### src/rtl/rabs_pkg.sv
// shared constants and types for the running average background subtractor
`timescale 1ns / 1ps

package rabs_pkg;

  // default sizing of the model store
  localparam int MAX_PIXELS_DEF = 524288;
  localparam int MODEL_FRAC_DEF = 8;

  // configuration port
  localparam int CFG_DATA_W  = 20;
  localparam int CFG_INDEX_W = 2;
  localparam logic [CFG_INDEX_W-1:0] CFG_BLEND_WEIGHT     = 2'd0;
  localparam logic [CFG_INDEX_W-1:0] CFG_DIFF_THRESHOLD   = 2'd1;
  localparam logic [CFG_INDEX_W-1:0] CFG_PIXELS_PER_FRAME = 2'd2;

  // register widths and reset values
  localparam int BLEND_W = 16;
  localparam int THRESH_W = 8;
  localparam int FRAME_W = 20;
  localparam logic [BLEND_W-1:0]  BLEND_RESET  = 16'd3277;
  localparam logic [THRESH_W-1:0] THRESH_RESET = 8'd16;
  localparam logic [FRAME_W-1:0]  FRAME_RESET  = 20'd307200;

  // pixel and mask widths
  localparam int PIX_W = 8;
  localparam logic [PIX_W-1:0] MASK_FG = 8'hff;
  localparam logic [PIX_W-1:0] MASK_BG = 8'h00;

  // bt.601 luma weights in q2.14, rounded
  localparam int GRAY_SUM_W = 22;
  localparam int GRAY_SHIFT = 14;
  localparam logic [GRAY_SUM_W-1:0] GRAY_W_BLUE  = 22'd1868;
  localparam logic [GRAY_SUM_W-1:0] GRAY_W_GREEN = 22'd9617;
  localparam logic [GRAY_SUM_W-1:0] GRAY_W_RED   = 22'd4899;
  localparam logic [GRAY_SUM_W-1:0] GRAY_ROUND   = 22'd8192;

  // flags that travel with each pixel through the pipe
  typedef struct packed {
    logic loaded;
    logic last;
  } pix_ctrl_t;

endpackage

### src/rtl/rabs_update.sv
// compare against the model, form the mask and the running average update
`timescale 1ns / 1ps

module rabs_update #(
  parameter int FRAC_W = rabs_pkg::MODEL_FRAC_DEF
) (
  input  logic                               clk,
  input  logic                               load,
  input  logic [rabs_pkg::PIX_W+FRAC_W-1:0]  rd_data,
  input  logic [rabs_pkg::PIX_W-1:0]         gray,
  input  rabs_pkg::pix_ctrl_t                ctrl_in,
  input  logic [rabs_pkg::BLEND_W-1:0]       blend_weight,
  input  logic [rabs_pkg::THRESH_W-1:0]      diff_threshold,
  output logic [rabs_pkg::PIX_W+FRAC_W-1:0]  wr_data,
  output logic [rabs_pkg::PIX_W-1:0]         mask,
  output rabs_pkg::pix_ctrl_t                ctrl_out
);

  localparam int MW = rabs_pkg::PIX_W + FRAC_W;
  localparam int BW = rabs_pkg::BLEND_W;
  localparam int PW = BW + MW;
  localparam logic [MW:0] HALF_LSB = (MW + 1)'(1) << (FRAC_W - 1);
  localparam logic [PW:0] ROUND_UP = (PW + 1)'(1) << (BW - 1);
  localparam logic [PW:0] ROUND_DN = ((PW + 1)'(1) << (BW - 1)) - (PW + 1)'(1);
  localparam logic [MW:0] MODEL_MAX = (MW + 1)'(255) << FRAC_W;

  // first stage signals
  logic [MW-1:0] g_fix;
  logic          ge;
  logic [MW-1:0] diff;
  logic [MW:0]   diff_rnd;
  logic [MW-FRAC_W:0] d_full;
  logic [rabs_pkg::PIX_W-1:0] d_sat;
  logic          fg;
  logic [PW-1:0] prod;

  // second stage registers
  logic [MW-1:0] model;
  logic [MW-1:0] g_fix_q;
  logic          ge_q;
  logic [PW-1:0] prod_q;
  logic [rabs_pkg::PIX_W-1:0] mask_q;
  rabs_pkg::pix_ctrl_t ctrl_q;

  // second stage signals
  logic [PW:0] up_sum;
  logic [PW:0] dn_sum;
  logic [MW:0] step_up;
  logic [MW:0] step_dn;
  logic [MW:0] m_up;
  logic [MW:0] m_new;

  // absolute difference, rounded and saturated distance, alpha product
  always_comb begin
    g_fix = {gray, {FRAC_W{1'b0}}};
    ge = g_fix >= rd_data;
    diff = ge ? g_fix - rd_data : rd_data - g_fix;
    diff_rnd = {1'b0, diff} + HALF_LSB;
    d_full = diff_rnd[MW:FRAC_W];
    d_sat = d_full[MW-FRAC_W] ? rabs_pkg::MASK_FG : d_full[rabs_pkg::PIX_W-1:0];
    fg = ctrl_in.loaded && (d_sat > diff_threshold);
    prod = {{MW{1'b0}}, blend_weight} * {{BW{1'b0}}, diff};
  end

  // stage register between the multiply and the write-back
  always_ff @(posedge clk) begin
    if (load) begin
      model <= rd_data;
      g_fix_q <= g_fix;
      ge_q <= ge;
      prod_q <= prod;
      mask_q <= fg ? rabs_pkg::MASK_FG : rabs_pkg::MASK_BG;
      ctrl_q <= ctrl_in;
    end
  end

  // rounded step to gray, clamped to model range; plain gray if unloaded
  always_comb begin
    up_sum = {1'b0, prod_q} + ROUND_UP;
    dn_sum = {1'b0, prod_q} + ROUND_DN;
    step_up = up_sum[PW:BW];
    step_dn = dn_sum[PW:BW];
    m_up = {1'b0, model} + step_up;
    if (ge_q) begin
      m_new = m_up;
    end else if (step_dn <= {1'b0, model}) begin
      m_new = {1'b0, model} - step_dn;
    end else begin
      m_new = '0;
    end
    if (m_new > MODEL_MAX) begin
      m_new = MODEL_MAX;
    end
    wr_data = ctrl_q.loaded ? m_new[MW-1:0] : g_fix_q;
  end

  assign mask = mask_q;
  assign ctrl_out = ctrl_q;

endmodule

### config.mk
export PLATFORM = sky130hd
export DESIGN_NAME = rabs_update
export DESIGN_NICKNAME = d
export VERILOG_FILES = /design/src/rtl/rabs_pkg.sv /design/src/rtl/rabs_update.sv
export SDC_FILE = /design/constraint.sdc
export NUM_CORES = 1
export LEC_CHECK = 0
export ABC_AREA = 1
export BUFFER_PORTS_ARGS = -buffer_cell sky130_fd_sc_hd__buf_2
export CAP_MARGIN = 20
export CORE_MARGIN = 3
export CORE_UTILIZATION = 55
export CTS_BUF_LIST = sky130_fd_sc_hd__clkbuf_16
export DETAILED_ROUTE_END_ITERATION = 8
export GPL_TIMING_DRIVEN = 0
export PLACE_DENSITY = 0.73
export SKIP_CTS_REPAIR_TIMING = 1
export SLEW_MARGIN = 0
export SYNTH_ARGS = -nofsm -noshare
export SYNTH_HDL_FRONTEND = slang
export SYNTH_SLANG_ARGS = --single-unit
### constraint.sdc
create_clock -name clk -period 19.9 [get_ports clk]
set_clock_uncertainty 0.15 [all_clocks]
set_input_delay 1.99 -clock clk [delete_from_list [all_inputs] [get_ports clk]]
set_output_delay 1.99 -clock clk [all_outputs]
set_load 0.01 [all_outputs]
==> results.ini <==
[status]
status = finished, final reports clean

[layout]
fin_area_um2 = 15600
area_delta_synth_final_pct = 7.35
layout_commonest_cell = nand2_1
final_cell_mix = 428 x nand2_1, 404 x inv_1, 207 x nor2_1, 197 x fa_1, 162 x ha_1
drive_gt1_frac = 0.0825
n_fill_cell = 2373
fin_nets = 2396
n_antenna_cell = 0

[worst_setup_path]
end_kind = flip-flop
cp-start-kind = input port
critical-path-max-stage-delay_ns = 0.65
path_max_fanout = 10
cp_common_cell = nand2_1
crit_buf_inv = 10
required_ns = 19.82
arrival_ns = 10.68
crit_family = adder cells
criticalPathCategory = input port to flip-flop
slowest_stage = fa_1

[floorplanning]
dieHeight_um = 168
die_width_um = 168
rows = 58
start_util = 0.567
pin_count = 78
dieArea_um2 = 28300
core_um2 = 25500

[clocking]
cts_made_buffers = 9
clock_tree.buffer_depth = 2
cts_tree = built
clockRootBuffer = clkbuf_16
clk_pin_slew_worst_paths_ns = 0.05
cts.htree.levels = 3
cts.sinks = 60

[yosys]
syn_inst = 1901
async_reset_ff_frac = 0
ys_ff_latch = 60
synthTopCellsByArea = fa_1 27%, ha_1 14%, edfxtp_1 12%, nand2_1 11%, inv_1 10%
syn-num-nets = 2312
yosysWarnings = 0
avgSynthCellArea_um2 = 7.62
yosysTopAreaCellShare = 0.272
ys.flop_type = edfxtp_1
synth_edf_count = 60
netlist_area_um2 = 14500
yosysTopAreaCell = fa_1
ys_seq_area_frac = 0.124
synth_cell_types = 49

[global_route]
grt_pass1_vias = 12789
grt_pass1_wl_mm = 65.6
globalRouteOverflowTotal = 0
grt_max_degree = 43
grt_usage = 0.292
antenna_found_initial = 0

[route]
firstDrtPassIters = 6
viasPerCell = 5.45
wl_mm = 40.0
drt-initial-drc-count = 1071
wire_per_inst_um = 17.3
drc = 0
ant_nets = 0
via_count = 12641

[place]
port_buffers = 72
place.gp.congestion = 0.981
post-place-ws_ns = 8.91
place_area_um2 = 15300
hpwl_mm = 34.1

[min_path]
worstHoldStart = ctrl_in[0]
min_delay_worst_endpoint = ctrl_out[0]
hp-class = input port to flip-flop
hold_path_depth = 1

[sta]
final_hold_viol_count = 0
rsz0062_at_grt = false
fin_crit_ns = 10.77
maxSlewViolCount = 0
setup_violations = 0
relSlewSlack = 0.480
max_freq_mhz = 92.9
tns_ns = 0
finalHoldWorstSlack_ns = 1.68
fin_crit_sh = 0.541
tightest_slew_ns = 0.779
final.setup.worst_slack_ns = 9.13

[flow_run]
drv_cap = 0

-- flip-flops by register name, summed over array words and instances, names as in the netlist --
name and count:
model 16, mask 1, ctrl_out 2, g_fix_q 8, prod_q 32, ge_q 1
-- cells in the mapped netlist, types with 8 or more instances --
cell type / number
nand2_1: 428
inv_1: 403
nor2_1: 207
fa_1: 197
ha_1: 162
a21oi_1: 74
xor2_1: 69
edfxtp_1: 60
nand3_1: 58
o21ai_0: 34
clkbuf_1: 23
xnor2_1: 21
nor2_2: 15
nor3_1: 15
buf_2: 12
nand4_1: 12
or2_2: 11
a21o_1: 9
nand2_2: 9
buf_4: 8
-- per-stage QoR --
step | std cells | util
finish | 2318 | 0.609
global route | 2318 | 0.609
CTS | 2318 | 0.609
detailed placement | 2304 | 0.598
global placement | 2303 | 0.597
floorplan | 1901 | -
-- cell type report --
cell class | count | area [um^2] | share of cell area
Clock buffer | 9 | 225 | 0.0145
Buffer | 48 | 233 | 0.0150
Timing Repair Buffer | 73 | 380 | 0.0245
Sequential cell | 60 | 1800 | 0.116
Tap cell | 330 | 413 | 0.0265
Multi-Input combinational cell | 1381 | 10900 | 0.701
Inverter | 412 | 1550 | 0.0994
Clock inverter | 5 | 46.3 | 0.00298
-- how the worst max path moves through the flow --
| stage | cells past startpoint | startpoint | endpoint | slack [ns] |
|---|---|---|---|---|
| finish | 34 | rd_data[0] | prod_q[29] | 9.13 |
| global placement | 34 | rd_data[0] | prod_q[29] | 8.96 |
| detailed placement | 34 | rd_data[0] | prod_q[29] | 8.91 |
| CTS | 34 | rd_data[0] | prod_q[29] | 9.25 |
| floorplan | 37 | rd_data[0] | prod_q[29] | 10.69 |
| global route | 34 | rd_data[0] | prod_q[29] | 8.67 |
-- layer usage --
| metal | up-vias | track usage | share of wire |
|---|---|---|---|
| met3 | 100 | 0.0397 | 0.078 |
| met1 | 6066 | 0.392 | 0.41 |
| met4 | 0 | 0.112 | 0.041 |
| met2 | 519 | 0.482 | 0.47 |
| li1 | 5956 | - | - |
| met5 | - | 0 | 0 |
-- cells by family (layout without fill, tap and decap cells) --
kind of cell    Yosys count  after routing  share of synthesized area
compound gates          155            155                     0.0617
xor+xnor                 90             90                     0.0544
fa+ha+maj               359            359                      0.412
buf+inv                 460            547                      0.123
flops                    60             60                      0.124
simple gates            777            777                      0.225
Power is not shown: default switching activity piles up to over one toggle a cycle in this logic, so the estimate is an artifact.
