## src/rtl/rabs_pkg.sv

```systemverilog
// shared constants and types for the running average background subtractor
`timescale 1ns / 1ps

package rabs_pkg;

  // default sizing of the model store
  localparam int MAX_PIXELS_DEF = 524288;
  localparam int MODEL_FRAC_DEF = 8;

  // configuration port
  localparam int CFG_DATA_W  = 20;
  localparam int CFG_INDEX_W = 2;
  localparam logic [CFG_INDEX_W-1:0] CFG_BLEND_WEIGHT     = 2'd0;
  localparam logic [CFG_INDEX_W-1:0] CFG_DIFF_THRESHOLD   = 2'd1;
  localparam logic [CFG_INDEX_W-1:0] CFG_PIXELS_PER_FRAME = 2'd2;

  // register widths and reset values
  localparam int BLEND_W = 16;
  localparam int THRESH_W = 8;
  localparam int FRAME_W = 20;
  localparam logic [BLEND_W-1:0]  BLEND_RESET  = 16'd3277;
  localparam logic [THRESH_W-1:0] THRESH_RESET = 8'd16;
  localparam logic [FRAME_W-1:0]  FRAME_RESET  = 20'd307200;

  // pixel and mask widths
  localparam int PIX_W = 8;
  localparam logic [PIX_W-1:0] MASK_FG = 8'hff;
  localparam logic [PIX_W-1:0] MASK_BG = 8'h00;

  // bt.601 luma weights in q2.14, rounded
  localparam int GRAY_SUM_W = 22;
  localparam int GRAY_SHIFT = 14;
  localparam logic [GRAY_SUM_W-1:0] GRAY_W_BLUE  = 22'd1868;
  localparam logic [GRAY_SUM_W-1:0] GRAY_W_GREEN = 22'd9617;
  localparam logic [GRAY_SUM_W-1:0] GRAY_W_RED   = 22'd4899;
  localparam logic [GRAY_SUM_W-1:0] GRAY_ROUND   = 22'd8192;

  // flags that travel with each pixel through the pipe
  typedef struct packed {
    logic loaded;
    logic last;
  } pix_ctrl_t;

endpackage

```

## src/rtl/rabs_gray.sv

```systemverilog
// bgr to 8-bit gray conversion with bt.601 weights
`timescale 1ns / 1ps

module rabs_gray (
  input  logic [rabs_pkg::PIX_W-1:0] blue,
  input  logic [rabs_pkg::PIX_W-1:0] green,
  input  logic [rabs_pkg::PIX_W-1:0] red,
  output logic [rabs_pkg::PIX_W-1:0] gray
);

  localparam int SW = rabs_pkg::GRAY_SUM_W;

  logic [SW-1:0] sum;

  // weighted sum plus half, then drop the fraction
  always_comb begin
    sum = {{(SW - rabs_pkg::PIX_W){1'b0}}, blue}  * rabs_pkg::GRAY_W_BLUE
        + {{(SW - rabs_pkg::PIX_W){1'b0}}, green} * rabs_pkg::GRAY_W_GREEN
        + {{(SW - rabs_pkg::PIX_W){1'b0}}, red}   * rabs_pkg::GRAY_W_RED
        + rabs_pkg::GRAY_ROUND;
    gray = sum[rabs_pkg::GRAY_SHIFT +: rabs_pkg::PIX_W];
  end

endmodule

```

## config.mk

```make
export PLATFORM = sky130hd
export DESIGN_NAME = rabs_gray
export DESIGN_NICKNAME = d
export VERILOG_FILES = /design/src/rtl/rabs_pkg.sv /design/src/rtl/rabs_gray.sv
export SDC_FILE = /design/constraint.sdc
export NUM_CORES = 1
export LEC_CHECK = 0
export ABC_AREA = 1
export BUFFER_PORTS_ARGS = -buffer_cell sky130_fd_sc_hd__buf_2
export CORE_MARGIN = 2
export CORE_UTILIZATION = 40
export DETAILED_ROUTE_END_ITERATION = 10
export GPL_TIMING_DRIVEN = 0
export PLACE_DENSITY = 0.55
export SLEW_MARGIN = 10
export SYNTH_ARGS = -nofsm -noshare
export SYNTH_HDL_FRONTEND = slang
export SYNTH_SLANG_ARGS = --single-unit
```

## constraint.sdc

```tcl
create_clock -name vclk -period 11.4
set_input_delay 0.57 -clock vclk [all_inputs]
set_output_delay 0.57 -clock vclk [all_outputs]
set_load 0.01 [all_outputs]
```

==> reports/qor.txt, run 1 <==
DP HPWL - 11700 um
via/cell ratio - 4.75
Hold Crit Class - in -> out
# nets final - 979
Post-DRT Antenna Nets - 0
synth unique cells - 23
PostCTS Resize Cnt - 0
worst relative slew slack - 68.0%
worst path arrival time - 7.27 ns
Total GRT Usage - 17.7%
synth top area cells - ha_1 32%, fa_1 32%, inv_1 16%
Slew Limit Fails - 0
# hold bufs at CTS - 0
DR vias - 4266
Yosys top cell area share - 32.4%
Top Family by Delay on Critical Path - adder cells
Fillers - 1426
Tmin final - 7.84 ns
Post-Syn Area - 0.00553 mm^2
Initial Util - 41.4%
core footprint - 0.0133 mm^2
Ys Warns - 0
row cnt - 42
initial antenna violation count - 0
PortBufs - 32
total congestion overflow - 0
CP Buf/Inv Count - 9
Final Cycle Share - 68.8%
Post-CTS Setup Bufs - 0
Avg WL per Cell - 13.6 um
Layout area overhead - 6.88%
multi-input combinational cell area - 0.00465 mm^2
Crit. End Element - output port
first-pass GRT wire length - 20900 um
largest net degree at the start of global routing - 9
Register Area - 0 um^2
clkbuf count - 0
Pre-Repair DR Iteration Count - 5
IO Pins - 32
Final GP Congestion - 0.949
maxcap violations - 0
crit path kind - in -> out
DRC - 0
Setup-failing EPs final - 0
Hold Crit Start - green[7]
CP Max Fanout - 5
syn nets - 945
Hold EP - gray[7]
slowest cell delay on critical path - 0.58 ns
CP Launch Type - primary input
First DRT Iteration DRCs - 165
CP max-delay cell - fa_1
final hold vios - 0
f_max - 127 MHz
Die Area - 0.0148 mm^2
Post-Synthesis Cells - 691
share of cells above drive strength 1 - 5.53%
vias in the first global route - 4479
post-synthesis sequential area ratio - 0%
slew at the pin with the worst max-slew slack - 0.477 ns
die width - 122 um
RSZ-0062 raised after global routing - no
Worst Path Required - 10.83 ns
hold path cells - 6
# diodes - 0
num sequential - 0
status - completed
post-route setup TNS - 0 ns
area leader, netlist - ha_1
chip height - 122 um
Avg Cell Area, Syn - 8.00 um^2
CP dominant cell by count - inv_1
total length of routed wires - 12300 um
==> Yosys cell counts <==
cell and n:
o2111ai_1 1, inv_1 232, o21bai_1 5, nand3_1 23
nand4_1 4, or2_2 3, o21ai_0 11, fa_1 87
ha_1 143, nor2_1 36, a21oi_1 26, nand2_1 85
nor3_1 4, nor3_2 2, xor2_1 11, inv_2 1
o21a_1 1, xnor2_1 7, a21boi_0 1, a21o_1 5
o31ai_2 1, a31oi_1 1, o21ai_2 1
==> metrics by stage <==
step	setup WS (ns)	utilization (%)	instance area, um^2	hold WS, ns	cells
final	3.56	44.3	5910	1.89	899
after global routing	3.04	44.3	5910	1.97	899
after CTS	3.55	44.3	5910	1.91	899
after detailed placement	3.59	44.3	5910	1.90	899
after global placement	3.60	44.3	5910	1.90	899
after floorplan	4.31	-	5530	1.52	691
==> final cells by class <==
class / instances / area share, %
Tap cell: 176 / 3.73
Multi-Input combinational cell: 458 / 78.8
Inverter: 233 / 14.8
Timing Repair Buffer: 32 / 2.71
==> worst min-delay path: cells and delay by family <==
kind | cells | cell delay, ns
fa+ha+maj | 1 | 0.22
xor+xnor | 1 | 0.09
simple gates | 2 | 0.12
buf+inv | 2 | 0.33
==> worst max path at each step <==
| stage | slack [ns] | cells after the start | startpoint | end |
|---|---|---|---|---|
| 4_1_cts | 3.55 | 31 | blue[2] | gray[6] |
| 3_3_place_gp | 3.60 | 31 | blue[2] | gray[6] |
| 3_5_place_dp | 3.59 | 31 | blue[2] | gray[6] |
| 2_1_floorplan | 4.31 | 28 | blue[2] | gray[0] |
| 6_report | 3.56 | 31 | blue[2] | gray[6] |
| 5_1_grt | 3.04 | 31 | blue[2] | gray[6] |
==> metal layers <==
metal	track usage, %	part of all wire, %
met2	30.9	48
met1	25.1	46
met3	0.843	4.5
met5	0	0
met4	1.87	1.2
==> layout by cell type (no fill, tap or decap) <==
cell type,n
inv_1,232
nor2_1,36
nand2_1,85
a21oi_1,26
nand3_1,23
a21o_1,5
o21bai_1,5
xnor2_1,7
xor2_1,11
nand4_1,4
nor3_2,2
o2111ai_1,1
buf_2,32
a31oi_1,1
fa_1,87
o31ai_2,1
inv_2,1
nor3_1,4
o21a_1,1
a21boi_0,1
or2_2,3
ha_1,143
o21ai_2,1
o21ai_0,11
==> kinds of logic after synthesis <==
logic type      Yosys count  synth area share, %
buf+inv                 233                 15.8
xor+xnor                 18                 2.85
fa+ha+maj               230                 63.9
simple gates            157                 11.8
compound gates           53                 5.64
Power of run 1 is not shown: default switching activity piles up to over one toggle a cycle in this logic, so the estimate is an artifact.
==> inputs of run 2 (changes only) <==
--- a/config.mk
+++ b/config.mk
@@ -5,13 +5,13 @@
 export SDC_FILE = /design/constraint.sdc
 export NUM_CORES = 1
 export LEC_CHECK = 0
-export ABC_AREA = 1
+export ABC_AREA = 0
 export BUFFER_PORTS_ARGS = -buffer_cell sky130_fd_sc_hd__buf_2
 export CORE_MARGIN = 2
 export CORE_UTILIZATION = 40
 export DETAILED_ROUTE_END_ITERATION = 10
 export GPL_TIMING_DRIVEN = 0
-export PLACE_DENSITY = 0.55
+export PLACE_DENSITY = 0.58
 export SLEW_MARGIN = 10
 export SYNTH_ARGS = -nofsm -noshare
 export SYNTH_HDL_FRONTEND = slang
==> constraint.sdc (replaced) <==
create_clock -name vclk -period 7.1
set_input_delay 0.355 -clock vclk [all_inputs]
set_output_delay 0.355 -clock vclk [all_outputs]
set_load 0.01 [all_outputs]
==> reports/qor.txt, run 2 <==
status - completed
slowest cell delay on critical path - 0.56 ns (-0.02 ns)
CP max-delay cell - fa_1
Total GRT Usage - 15.4% (-2.2 points)
Synth Area in Simple Gates - 5.39% (-6.4 points)
Layout area overhead - 17.0%
met1 usage - 21.9% (-3.2 points)
Register Area - 0 um^2 (unchanged)
Post-Synthesis Cells - 570 (-18%)
WHS - 1.65 ns (-0.241 ns)
syn nets - 824 (-13%)
Hold EP - gray[7]
CP Launch Type - primary input
Hold Crit Start - green[7]
total congestion overflow - 0 (unchanged)
f_max - 141 MHz
most frequent cells in the layout - 193 x inv_1, 123 x ha_1, 86 x fa_1
CP dominant cell by count - fa_1
core footprint - 0.0126 mm^2 (-5.5%)
Yosys top cell area share - 34.5% (+2.2 points)
Pre-Repair DR Iteration Count - 4 (-1)
largest family of logic cells by synthesized area - adder cells
Ys Warns - 0 (unchanged)
leading cell type in the layout, fill and taps excluded - inv_1
RSZ-0062 raised after global routing - yes
Avg Cell Area, Syn - 9.09 um^2 (+14%)
CP Max Fanout - 5 (unchanged)
Post-DRT Antenna Nets - 0 (unchanged)
met3 Usage GRT - 0.145% (-0.70 points)
Tmin final - 7.08 ns
synth unique cells - 45 (+96%)
Die Area - 0.0139 mm^2 (-6.1%)
Avg WL per Cell - 13.5 um (-1.2%)
xor-xnor portion of the synthesized cell area - 3.38% (+0.53 points)
Final Util - 48.0% (+3.8 points)
area leader, netlist - ha_1
chip height - 118 um (-3.1%)
DP HPWL - 9530 um (-19%)
Setup-failing EPs final - 0 (unchanged)
Initial Util - 41.0% (-0.38 points)
mux share of post-synthesis cell area - 0.193% (+0.19 points)
top-count cell post-synth - inv_1
Final GP Congestion - 0.889 (-6.3%)
Final Cycle Share - 99.7%
worst relative slew slack - 62.1% (-5.9 points)
initial antenna violation count - 0 (unchanged)
vias in the first global route - 3833 (-14%)
clkbuf count - 0 (unchanged)
final hold vios - 0 (unchanged)
first-pass GRT wire length - 17800 um (-15%)
maxcap violations - 0 (unchanged)
die width - 118 um (-3.1%)
Worst Path Required - 6.74 ns (-4.09 ns)
IO Pins - 32 (unchanged)
worst path arrival time - 6.72 ns (-0.55 ns)
share of cells above drive strength 1 - 18.7% (+13 points)
largest net degree at the start of global routing - 9 (unchanged)
Post-Syn Area - 0.00518 mm^2 (-6.3%)
num sequential - 0 (unchanged)
total length of routed wires - 10600 um (-13%)
# nets final - 872 (-11%)
slew at the pin with the worst max-slew slack - 0.569 ns (+0.0926 ns)
DRC - 0 (unchanged)
compound-cell area share of the yosys netlist - 7.92% (+2.3 points)
Hold Crit Class - in -> out
adder and majority cell fraction of the synthesized area - 68.2% (+4.3 points)
Slew Limit Fails - 0 (unchanged)
post-synthesis sequential area ratio - 0% (unchanged)
# diodes - 0 (unchanged)
Crit. End Element - output port
row cnt - 41 (-2.4%)
PortBufs - 32 (unchanged)
Fillers - 1243 (-13%)
via/cell ratio - 4.78 (+0.77%)
synth top area cells - ha_1 35%, fa_1 34%, inv_1 15%
grt met2 use - 28.1% (-2.8 points)
most instantiated cells after synthesis - 206 x inv_1, 143 x ha_1, 87 x fa_1
busiest grt layer - met2
DR vias - 3768 (-12%)
hold path cells - 6 (unchanged)
First DRT Iteration DRCs - 78 (-53%)
crit path kind - in -> out
## run 2: worst max path at each step
| stage | from | to | slack, ns | cells past startpoint |
|---|---|---|---|---|
| 2_1_floorplan | blue[2] | gray[7] | 0.07 | 27 |
| 3_3_place_gp | blue[2] | gray[7] | -0.62 | 29 |
| 3_5_place_dp | blue[2] | gray[7] | -0.69 | 29 |
| 4_1_cts | blue[2] | gray[6] | 0.007 | 29 |
| 5_1_grt | blue[6] | gray[6] | -0.18 | 29 |
| 6_report | blue[6] | gray[6] | 0.02 | 29 |
## run 2: timing repair
item	in CTS	in global routing
pin swaps	25	39
hold endpoints to repair	0	0
gates resized for setup	51	34
buffers inserted	6	8
setup endpoints to repair	8	7
hold buffers	0	0
## run 2: routing by layer
metal	wire length, um	up-vias
li1	-	1864
met5	0	-
met2	5350	32
met4	0	0
met3	126	0
met1	5130	1872
## run 2: logic make-up after synthesis
| kind of cell | count (synthesis) |
|---|---|
| compound gates | 60 |
| xor+xnor | 20 |
| fa+ha+maj | 230 |
| buf+inv | 206 |
| mux | 1 |
| simple gates | 53 |
## run 2: through the flow
step	TNS, ns	instance area [um^2]	setup slack [ns]	cells
6_report	0	6060	0.0214	788
3_3_place_gp	-3.02	5550	-0.621	774
3_5_place_dp	-3.33	5550	-0.690	774
4_1_cts	0	5900	0.00747	780
5_1_grt	-0.665	6060	-0.183	788
2_1_floorplan	0	5180	0.0743	570
## run 2: cell type report
type,instances,area [um^2],area share (%)
multi-input combinational,364,4760,78.5
inverter,206,776,12.8
timing repair buffer,46,312,5.14
tap,172,215,3.55
## run 2: worst max-delay path, delay by kind of cell
kind,cells,cell delay [ns]
XOR/XNOR,2,0.27
AND/OR/NAND/NOR,3,0.47
buffers and inverters,7,0.54
adder cells (fa/ha/maj),11,4.07
AO/OA/AOI/OAI,6,0.99
Power of run 2 is left out for the same reason.
